[src/ppwf_lane.sv]
module ppwf_lane (
    input  logic               i_clk,
    input  logic               i_en,
    input  logic signed [31:0] i_wave,
    input  logic signed [31:0] i_pos,
    output logic [63:0]        o_prod
);
    logic [63:0] r_prod;
    always_ff @(posedge i_clk) begin
        if (i_en) r_prod <= 64'(i_wave * i_pos);
    end
    assign o_prod = r_prod;
endmodule

[config.mk]
export PLATFORM = sky130hd
export DESIGN_NAME = ppwf_lane
export DESIGN_NICKNAME = d
export VERILOG_FILES = /design/src/ppwf_lane.sv
export SDC_FILE = /design/constraint.sdc
export NUM_CORES = 2
export LEC_CHECK = 0
export ABC_AREA = 0
export BUFFER_PORTS_ARGS = -buffer_cell sky130_fd_sc_hd__buf_2
export CAP_MARGIN = 20
export CORE_ASPECT_RATIO = 1.75
export CORE_MARGIN = 2
export CORE_UTILIZATION = 45
export DETAILED_ROUTE_END_ITERATION = 8
export HOLD_SLACK_MARGIN = 0.02
export SETUP_SLACK_MARGIN = 0.3
export SLEW_MARGIN = 20
export SYNTH_ARGS = -nofsm -noshare
export SYNTH_HDL_FRONTEND = slang
export SYNTH_SLANG_ARGS = --single-unit
[constraint.sdc]
create_clock -name i_clk -period 14.8 [get_ports i_clk]
set_input_delay 1.48 -clock i_clk [delete_from_list [all_inputs] [get_ports i_clk]]
set_output_delay 1.48 -clock i_clk [all_outputs]
set_load 0.01 [all_outputs]
## Word level (Yosys, flattened, before mapping)

Cells that the tools add are included.

- Register bits after elaboration: 64
- Bits of input ports: 66
- Output and inout bits: 64
- Logic and storage cells: 2

- Multiply operators: 1

Operators with widths:

| cell | count |
|---|---|
| $mul A32 B32 Y64 | 1 |

## Longest topological paths before layout

- Word-level depth: 1
- Gate-level depth with buffers: 28
- Depth with buffers taken out: 27

## Worst setup path before layout

Ideal clock, no wire load.

- Kind: in2reg
- From: input port i_pos[2]
- To: register r_prod[62] (netlist: o_prod[62]), data pin
- Library setup time: 0.269 ns
- Arrival: 8.608 ns
- Required time: 14.531 ns
- Setup slack: 5.923 ns
- Cell stages on the path: 24
- Path buffers: 1
- Cell sequence: clkbuf_1 > nand2_1 > inv_1 > fa_1 > fa_1 > fa_1 > fa_1 > inv_1 > fa_1 > inv_1 > fa_1 > inv_1 > fa_1 > inv_1 > fa_1 > ha_1 > and3_1 > nand2_1 > or3_1 > o22a_1 > o211ai_1 > a31oi_1 > o31ai_1 > xor2_1

- Word-level cells in the longest chain between the ends: 1

RTL lines:

| item | RTL line | text |
|---|---|---|
| start: declaration | 5 | `input logic signed [31:0] i_pos,` |
| $mul A32 B32 Y64 | 10 | `if (i_en) r_prod <= 64'(i_wave * i_pos);` |
| end signal: assignment | 10 |  |
| end: declaration | 8 | `logic [63:0] r_prod;` |

No other way between the ends.
A chain may end at the register's enable or synchronous reset.

## Worst setup path after layout

- From: input port i_pos[5]
- To: register r_prod[62] (netlist: o_prod[62]), data pin

Same word-level chain as after synthesis.

==> results.py <==
metrics = {
    "yosys": {
        "synth_seq_cells": 64,
        "synth.top_cell.area_share_pct": 57.2,
        "synthTopCellsByArea": "fa_1 57%, inv_1 9.4%, and2_1 8.5%",
        "ys_types": 63,
        "ys_seq_area_share_pct": 5.07,
        "ys_warn_count": 0,
        "synthArstFlopShare_pct": 0,
        "synth_ff_type": "edfxtp_1",
        "syn-mean-instance-area_um2": 9.75,
        "synth_edf_count": 64,
        "netlist_area_um2": 37900,
        "postSynthCellCount": 3884,
        "yosys.area.top_type": "fa_1",
        "synth_nets": 5216,
    },
    "layout": {
        "synthToLayoutAreaGrowth_pct": 4.44,
        "drive_gt1_share_pct": 4.88,
        "final_area_um2": 39600,
        "seqCellArea_um2": 1920,
        "nNetsFinal": 5176,
        "multi_input_area_um2": 31600,
        "fillerInstances": 8037,
        "final_cells": 4916,
        "largest_reg_flops": 64,
    },
    "critical_path": {
        "critPathBufInv": 8,
        "cp-end-kind": "flip-flop",
        "slowest_stage": "fa_1",
        "crit_top_cell": "fa_1",
        "cp_max_fo": 32,
        "required_ps": 14920,
        "crit_family": "adder cells",
        "startpoint_type": "input pin",
        "crit_type": "input pin to flip-flop",
        "worst_ep_arrival_time_ps": 9750,
        "cpPeakStageDelay_ps": 780,
    },
    "timing": {
        "tightest_slew_ps": 896,
        "drv_slew": 0,
        "fin_crit_sh_pct": 65.1,
        "timing.final.crit_period_ps": 9630,
        "relSlewSlack_pct": 40.3,
        "final.setup.tns_ps": 0,
        "rsz0062_at_grt": "no",
        "hold_viol": 0,
        "max_freq_mhz": 104,
        "setup-violations-final": 0,
    },
    "global_routing": {
        "gr-total-overflow": 0,
        "grt_max_degree": 65,
        "antenna_found_initial": 3,
        "track_usage_pct": 27.8,
        "grt_pass1_vias": 30000,
        "grt_pass1_wl_mm": 176,
    },
    "route": {
        "via_per_inst": 5.35,
        "drc": 0,
        "wirelength_mm": 115,
        "antenna_left": 0,
        "wire_per_inst_um": 23.4,
        "drt_iter0_markers": 1146,
        "vias": 26300,
        "first_pass_iters": 8,
    },
    "die": {
        "rows": 140,
        "start_util_pct": 45.4,
        "io_pins": 130,
        "core-area_um2": 83400,
        "dieWidth_um": 223,
        "die_h_um": 388,
        "dieArea_um2": 86600,
    },
    "clock_network": {
        "cts_made_buffers": 9,
        "clk_pin_slew_ps": 60,
        "post_cts_buffers": 0,
        "cts-root-buf": "clkbuf_16",
        "cts_tree": "yes",
        "htree_levels": 3,
        "cts_resized": 0,
        "cts_hold_buf": 0,
        "clkSinkCount": 64,
        "clock_path_buffers": 2,
    },
    "hold_path": {
        "hp-class": "input pin to flip-flop",
    },
    "placement": {
        "place_area_um2": 39300,
        "portBuffers": 129,
        "dp_hpwl_mm": 96.6,
        "dpl.cell_count": 4898,
        "place_congestion": 0.902,
    },
    "job": {
        "maxCapViolCount": 0,
    },
    "outcome": {
        "status": "finished clean",
    },
}
[Yosys cell counts (all sizes together), types with 8 or more instances]
cell,n
o21ai,31
inv,952
o21bai,15
ha,184
nand3,15
and2,516
a211oi,8
nand2b,9
xor2,22
a21o,25
nand2,511
and3,9
fa,1082
a21oi,68
clkbuf,195
nor2,42
a31oi,13
xnor2,53
edfxtp,64
[final cells by class]
cell class / count / share of cell area (%)
clock inverters: 7 / 0.199
well taps: 1065 / 3.37
flip-flops and latches: 64 / 4.86
clock buffers: 9 / 0.569
repair buffers: 149 / 2.01
inverters: 952 / 9.03
diodes: 2 / 0.0126
multi-input cells: 2668 / 80.0
[per-stage QoR]
stage	utilization, %	hold slack, ps	setup slack (ps)
after floorplan	-	1590	5920
after global placement	47.1	1890	4980
after detailed placement	47.1	1890	4810
after CTS	47.4	1800	5210
after global routing	47.4	1820	4670
final	47.5	1820	5170
[per-layer routing]
metal  track usage, %  vias to the layer above  share of wire [%]
met5                0                        -              0.012
met4             28.3                        2                 13
met3             2.58                      396                3.1
met2             52.5                      787                 56
met1             24.9                    14100                 28
li1                 -                    11000                  -
[cells by family (layout without fill, tap and decap cells)]
| family | after synthesis | in the layout | synth area share, % |
|---|---|---|---|
| flip-flops | 64 | 64 | 5.07 |
| AO/OA/AOI/OAI | 193 | 193 | 3.41 |
| XOR/XNOR | 75 | 75 | 1.73 |
| AND/OR/NAND/NOR | 1134 | 1134 | 15.1 |
| other | 0 | 2 | 0 |
| adder cells (fa/ha/maj) | 1266 | 1266 | 63.3 |
| buffers and inverters | 1152 | 1117 | 11.4 |
[worst paths after layout]
check  slack, ps       from  cells past startpoint              endpoint
min         1820  i_wave[0]                      3   o_prod[0]$_DFFE_PP_
max         5170   i_pos[5]                     25  o_prod[62]$_DFFE_PP_
[layout by cell type (no fill, tap or decap), types with 6 or more instances in the layout]
| master | instances |
|---|---|
| a21o_1 | 23 |
| nand4_1 | 7 |
| and2_1 | 516 |
| o21ai_0 | 28 |
| inv_1 | 952 |
| nand2b_1 | 9 |
| nand3_1 | 15 |
| buf_2 | 129 |
| edfxtp_1 | 64 |
| fa_1 | 1082 |
| and3_1 | 7 |
| ha_1 | 184 |
| nor2_1 | 42 |
| xor2_1 | 22 |
| xnor2_1 | 53 |
| nand2_1 | 511 |
| buf_4 | 20 |
| o21bai_1 | 15 |
| o31ai_1 | 6 |
| nor3_1 | 6 |
| clkbuf_16 | 9 |
| a21oi_1 | 68 |
| a31oi_1 | 12 |
Power is not shown: default switching activity piles up to over one toggle a cycle in this logic, so the estimate is an artifact.
