--- config.mk ---
export PLATFORM = sky130hd
export DESIGN_NAME = ppwf_cordic_step
export DESIGN_NICKNAME = d
export VERILOG_FILES = /design/src/ppwf_pkg.sv /design/src/ppwf_cordic_step.sv
export SDC_FILE = /design/constraint.sdc
export NUM_CORES = 1
export LEC_CHECK = 0
export BUFFER_PORTS_ARGS = -buffer_cell sky130_fd_sc_hd__buf_2
export CORE_MARGIN = 4
export CORE_UTILIZATION = 45
export DETAILED_ROUTE_END_ITERATION = 8
export PLACE_DENSITY = 0.7
export SLEW_MARGIN = 15
export SYNTH_ARGS = -nofsm -noshare
export SYNTH_HDL_FRONTEND = slang
export SYNTH_SLANG_ARGS = --single-unit
--- constraint.sdc ---
create_clock -name i_clk -period 3.6 [get_ports i_clk]
set_clock_uncertainty 0.05 [all_clocks]
set_input_delay 0.72 -clock i_clk [delete_from_list [all_inputs] [get_ports i_clk]]
set_output_delay 0.72 -clock i_clk [all_outputs]
set_load 0.01 [all_outputs]
--- src/ppwf_pkg.sv ---
package ppwf_pkg;

    localparam int unsigned CordicSteps = 18;
    localparam int unsigned CordicW = 34;
    localparam int unsigned ZW = 32;
    localparam logic signed [CordicW-1:0] CordicStart = 34'sd652032874;

    typedef enum logic [2:0] {
        REG_WAVE_X   = 3'd0,
        REG_WAVE_Y   = 3'd1,
        REG_WAVE_Z   = 3'd2,
        REG_OFFSET   = 3'd3,
        REG_COS_AXIS = 3'd4,
        REG_SIN_AXIS = 3'd5
    } t_reg_idx;

    typedef struct packed {
        logic signed [CordicW-1:0] x;
        logic signed [CordicW-1:0] y;
        logic signed [ZW-1:0]      z;
        logic [1:0]                q;
    } t_cordic;

    function automatic logic signed [ZW-1:0] atan_turns(input int unsigned i);
        logic signed [ZW-1:0] v;
        begin
            case (i)
                0: v = 32'sd536870912;
                1: v = 32'sd316933406;
                2: v = 32'sd167458907;
                3: v = 32'sd85004756;
                4: v = 32'sd42667331;
                5: v = 32'sd21354465;
                6: v = 32'sd10679838;
                7: v = 32'sd5340245;
                8: v = 32'sd2670163;
                9: v = 32'sd1335087;
                10: v = 32'sd667544;
                11: v = 32'sd333772;
                12: v = 32'sd166886;
                13: v = 32'sd83443;
                14: v = 32'sd41722;
                15: v = 32'sd20861;
                16: v = 32'sd10430;
                default: v = 32'sd5215;
            endcase
            return v;
        end
    endfunction

endpackage

--- src/ppwf_cordic_step.sv ---
module ppwf_cordic_step
    import ppwf_pkg::*;
#(
    parameter int unsigned STEP = 0
) (
    input  logic    i_clk,
    input  logic    i_en,
    input  t_cordic i_d,
    output t_cordic o_d
);
    t_cordic r_d;
    t_cordic n_d;
    logic signed [CordicW-1:0] dx;
    logic signed [CordicW-1:0] dy;

    always_comb begin
        dx = i_d.y >>> STEP;
        dy = i_d.x >>> STEP;
        n_d = i_d;
        if (!i_d.z[ZW-1]) begin
            n_d.x = i_d.x - dx;
            n_d.y = i_d.y + dy;
            n_d.z = i_d.z - atan_turns(STEP);
        end else begin
            n_d.x = i_d.x + dx;
            n_d.y = i_d.y - dy;
            n_d.z = i_d.z + atan_turns(STEP);
        end
    end

    always_ff @(posedge i_clk) begin
        if (i_en) r_d <= n_d;
    end

    assign o_d = r_d;
endmodule

**Word level (Yosys, flattened, before mapping)**

Cells that the tools add are included.

- Register bits: 102
- Input port bits: 104
- Output and inout port bits: 102
- Logic and storage cells: 10

- Add/sub/neg operators: 5
- Multiplexer cells: 1

Operators by type and width:

| kind | count |
|---|---|
| 2-to-1 mux 100 bit | 1 |
| subtractor 34 bit | 2 |
| adder 34 bit | 1 |
| adder 32 x 31 -> 32 bit (second input constant) | 1 |
| subtractor 32 x 31 -> 32 bit (second input constant) | 1 |

**Depth between registers and ports, before layout**

- Depth after elaboration: 2
- Mapped depth: 12
- Mapped depth without buffers: 12

**Worst setup path before layout**

Ideal clock, no wire load.

- Path kind: input port to flip-flop
- Start: input port i_d[43] (netlist name)
- End: register r_d (netlist bit o_d[100]), data pin
- Arrival time: 3033 ps
- Path slack: 249 ps
- Stages: 10
- Path buffers: 0
- Cell sequence: inv_1 ha_1 or3_4 a2111oi_4 o2111ai_1 and3_1 o41a_1 o41ai_2 a22oi_1 xor2_1

RTL lines:

| item | line | text |
|---|---|---|
| start: declaration | ppwf_cordic_step.sv:8 | `input t_cordic i_d,` |
| end signal: assignment | ppwf_cordic_step.sv:32 | `if (i_en) r_d <= n_d;` |
| end: declaration | ppwf_cordic_step.sv:11 | `t_cordic r_d;` |

==> impl_metrics.toml <==
[worst_setup_path]
crit_fanout = 4
slowest_delay_ns = 0.54
startpoint = "i_d[37]"
start_kind = "input pin"
worstPathRequired_ns = 3.65
arrival_ns = 3.48
end_kind = "flip-flop"
crit_chain = "buf_2, inv_1, ha_1, buf_4, o211ai_1, a21oi_1, o22ai_1, o311ai_0, buf_4, buf_4, o21ai_0, o311ai_0, nand2_1, xnor2_1"
critPathSlowestCell = "o311ai_0"
crit_top_cell = "buf_4"
criticalPathCategory = "input pin to flip-flop"

[grt]
grt_antenna_before_repair = 0
grt_usage = 0.2451
first_global_vias = 8260
grt_max_degree = 82
grt_pass1_wl_um = 43510
grt_overflow = 0

[clocking]
clk_pin_slew_ns = 0.08
ctsHtreeMaxLevel = 3
cts_buffers = 9
cts.sinks = 101
clockBufferDepth = 2
post_cts_buffers = 0
tritoncts = "done"
cts-root-buf = "clkbuf_16"

[die]
dieHeight_um = 148.6
initial_core_util = 0.4568
io_pins = 206
core_area_um2 = 19460
dieArea_um2 = 22070
rows = 51
die_w_um = 148.6

[routing]
ant_nets = 0
drt-total-wl_um = 27800
wl_per_cell_um = 17.98
drc_errors = 0
vias = 8593
viasPerCell = 5.558
first_iter_violations = 823
drt-pass1-iter-count = 5

[status]
outcome = "complete, no violations"

[synthesis]
synth_edf_count = 101
avgSynthCellArea_um2 = 9.045
yosysUniqueCellTypes = 75
ys_ff_latch = 101
ys_seq_area_frac = 0.3411
netlist_instances = 983
synth_async_sr_flop_share = 0
ys.flop_type = "edfxtp_1"
yosysWarnings = 0
synth_nets = 1190
synthesis.area_um2 = 8891

[timing]
fmax_mhz = 292.1
fin_ws_ns = 0.1761
relSlewSlack = 0.6091
period_minus_slack_ns = 3.424
rsz0062_at_grt = "no"
min_period_over_period = 0.9511
hold_viol = 0
worst_pin_slew_ns = 0.5803
setup_viol = 0
slew_viol_final = 0

[final_layout]
post-route-cell-area_um2 = 11300
stdcell_count = 1546
utilization = 0.5807
drive_gt1_frac = 0.2810
area_delta_synth_final_pct = 27.12
n_antenna_cell = 0
layout.nets = 1483
mostFrequentLayoutCells = "buf_2 (204), buf_4 (121), a21oi_1 (114)"
largest_register_ffs = 101
final_common_cell = "buf_2"

[power_and_ir_drop]
clockPowerShare = 0.237
p_comb_frac = 0.390
p_leak_uw = 0.005216
p_per_area_nw_per_um2 = 369.5
vdd_drop_max_mv = 0.2173
switching_power_uw = 1478
swShare = 0.3539
pwr-share-seq = 0.374
internal_power_uw = 2698

[placed_design]
pre_cts_slack_ns = -0.1443
gp_congestion = 0.9512
dp.cells = 1530
dpl_cell_area_um2 = 10990
dp.final_hpwl_um = 22980
io_buffers = 205

[hold_path]
min_from = "i_d[14]"
hold_class = "input pin to flip-flop"
holdPathEnd = "o_d[14]"
hold_path_depth = 1

[flow_run]
drv_cap = 0
-- per-layer routing --
layer,routed length (um),GRT usage,up-vias,part of all wire
li1,-,-,4124,-
met1,12250,0.3490,3971,0.44
met2,12560,0.3917,440,0.45
met3,2169,0.02498,58,0.078
met4,814,0.08176,0,0.029
met5,0,0,-,0
-- worst max-delay path by stage --
stage | slack, ns | cells after the start | to
6_report | 0.18 | 14 | o_d[95]
5_1_grt | 0.03 | 13 | o_d[66]
4_1_cts | 0.21 | 13 | o_d[66]
3_5_place_dp | -0.14 | 13 | o_d[66]
3_3_place_gp | -0.17 | 14 | o_d[95]
2_1_floorplan | 0.25 | 10 | o_d[100]
-- kinds of logic (layout without fill, tap and decap cells) --
logic type,Yosys count,in the layout,share of synthesized area
compound gates,320,320,0.2301
xor+xnor,66,66,0.06502
fa+ha+maj,103,103,0.1483
buf+inv,145,443,0.06516
flops,101,101,0.3411
mux,24,24,0.02702
simple gates,224,224,0.1233
-- layout make-up --
type | instances | area, um2
Fill cell | 1767 | 8160
Multi-Input combinational cell | 737 | 5281
Sequential cell | 101 | 3033
Timing Repair Buffer | 327 | 1969
Inverter | 100 | 375.4
Tap cell | 265 | 331.6
Clock buffer | 9 | 225.2
Clock inverter | 7 | 86.33
-- Yosys cell counts (4+ instances only) --
cell type | n | share of area
buf_1 | 7 | 0.0030
a311oi_1 | 4 | 0.0039
ha_1 | 99 | 0.14
nand3b_1 | 4 | 0.0034
edfxtp_1 | 101 | 0.34
nor3_1 | 14 | 0.0079
inv_1 | 98 | 0.041
o21a_1 | 7 | 0.0059
xor2_1 | 7 | 0.0069
nand2_1 | 53 | 0.022
or3_1 | 7 | 0.0049
nor2b_1 | 14 | 0.0099
nand2b_1 | 9 | 0.0063
a31oi_1 | 4 | 0.0028
nand4_1 | 12 | 0.0084
fa_1 | 4 | 0.0090
xnor2_1 | 59 | 0.058
a21oi_1 | 114 | 0.064
a2111oi_0 | 6 | 0.0059
and3_1 | 6 | 0.0042
nor4_1 | 4 | 0.0028
a211oi_1 | 9 | 0.0076
mux2i_1 | 24 | 0.027
clkbuf_1 | 29 | 0.012
a211o_1 | 4 | 0.0039
a221oi_1 | 5 | 0.0049
o31ai_1 | 6 | 0.0051
nand3_1 | 9 | 0.0051
a21o_1 | 20 | 0.017
buf_2 | 4 | 0.0023
o21ai_0 | 69 | 0.039
o311ai_0 | 4 | 0.0039
o221ai_1 | 4 | 0.0039
o211ai_1 | 9 | 0.0076
o22ai_1 | 5 | 0.0035
nor2_1 | 74 | 0.031
o21bai_1 | 16 | 0.014
-- power by group through the flow --
stage	Sequential [uW]	Clock (uW)	Combinational [uW]
CTS	1560	1010	1610
floorplan	1680	0	819
global placement	1590	0	1590
finish	1560	988	1630
global route	1570	1070	1770
detailed placement	1590	0	1610
-- worst max-delay path: cells and delay by family --
family,cells,cell delay (ns)
AOI/OAI and AO/OA,6,1.45
xor gates and xnor gates,1,0.15
buffers and inverters,5,0.62
adders and majority gates,1,0.38
and+or+nand+nor,1,0.16
-- stage by stage --
stage | hold WS (ns) | total power [uW] | setup TNS, ns
floorplan | 0.7689 | 2496 | 0
global placement | 0.8467 | 3177 | -0.4600
detailed placement | 0.8481 | 3195 | -0.8045
CTS | 0.4786 | 4185 | 0
global route | 0.4716 | 4414 | 0
finish | 0.4909 | 4176 | 0
-- timing repair --
action | CTS | global route
gates resized for setup | 0 | 1
hold buffers | 0 | 0
endpoints found under the setup margin | 0 | 2
(Power assumes the default switching activity.)
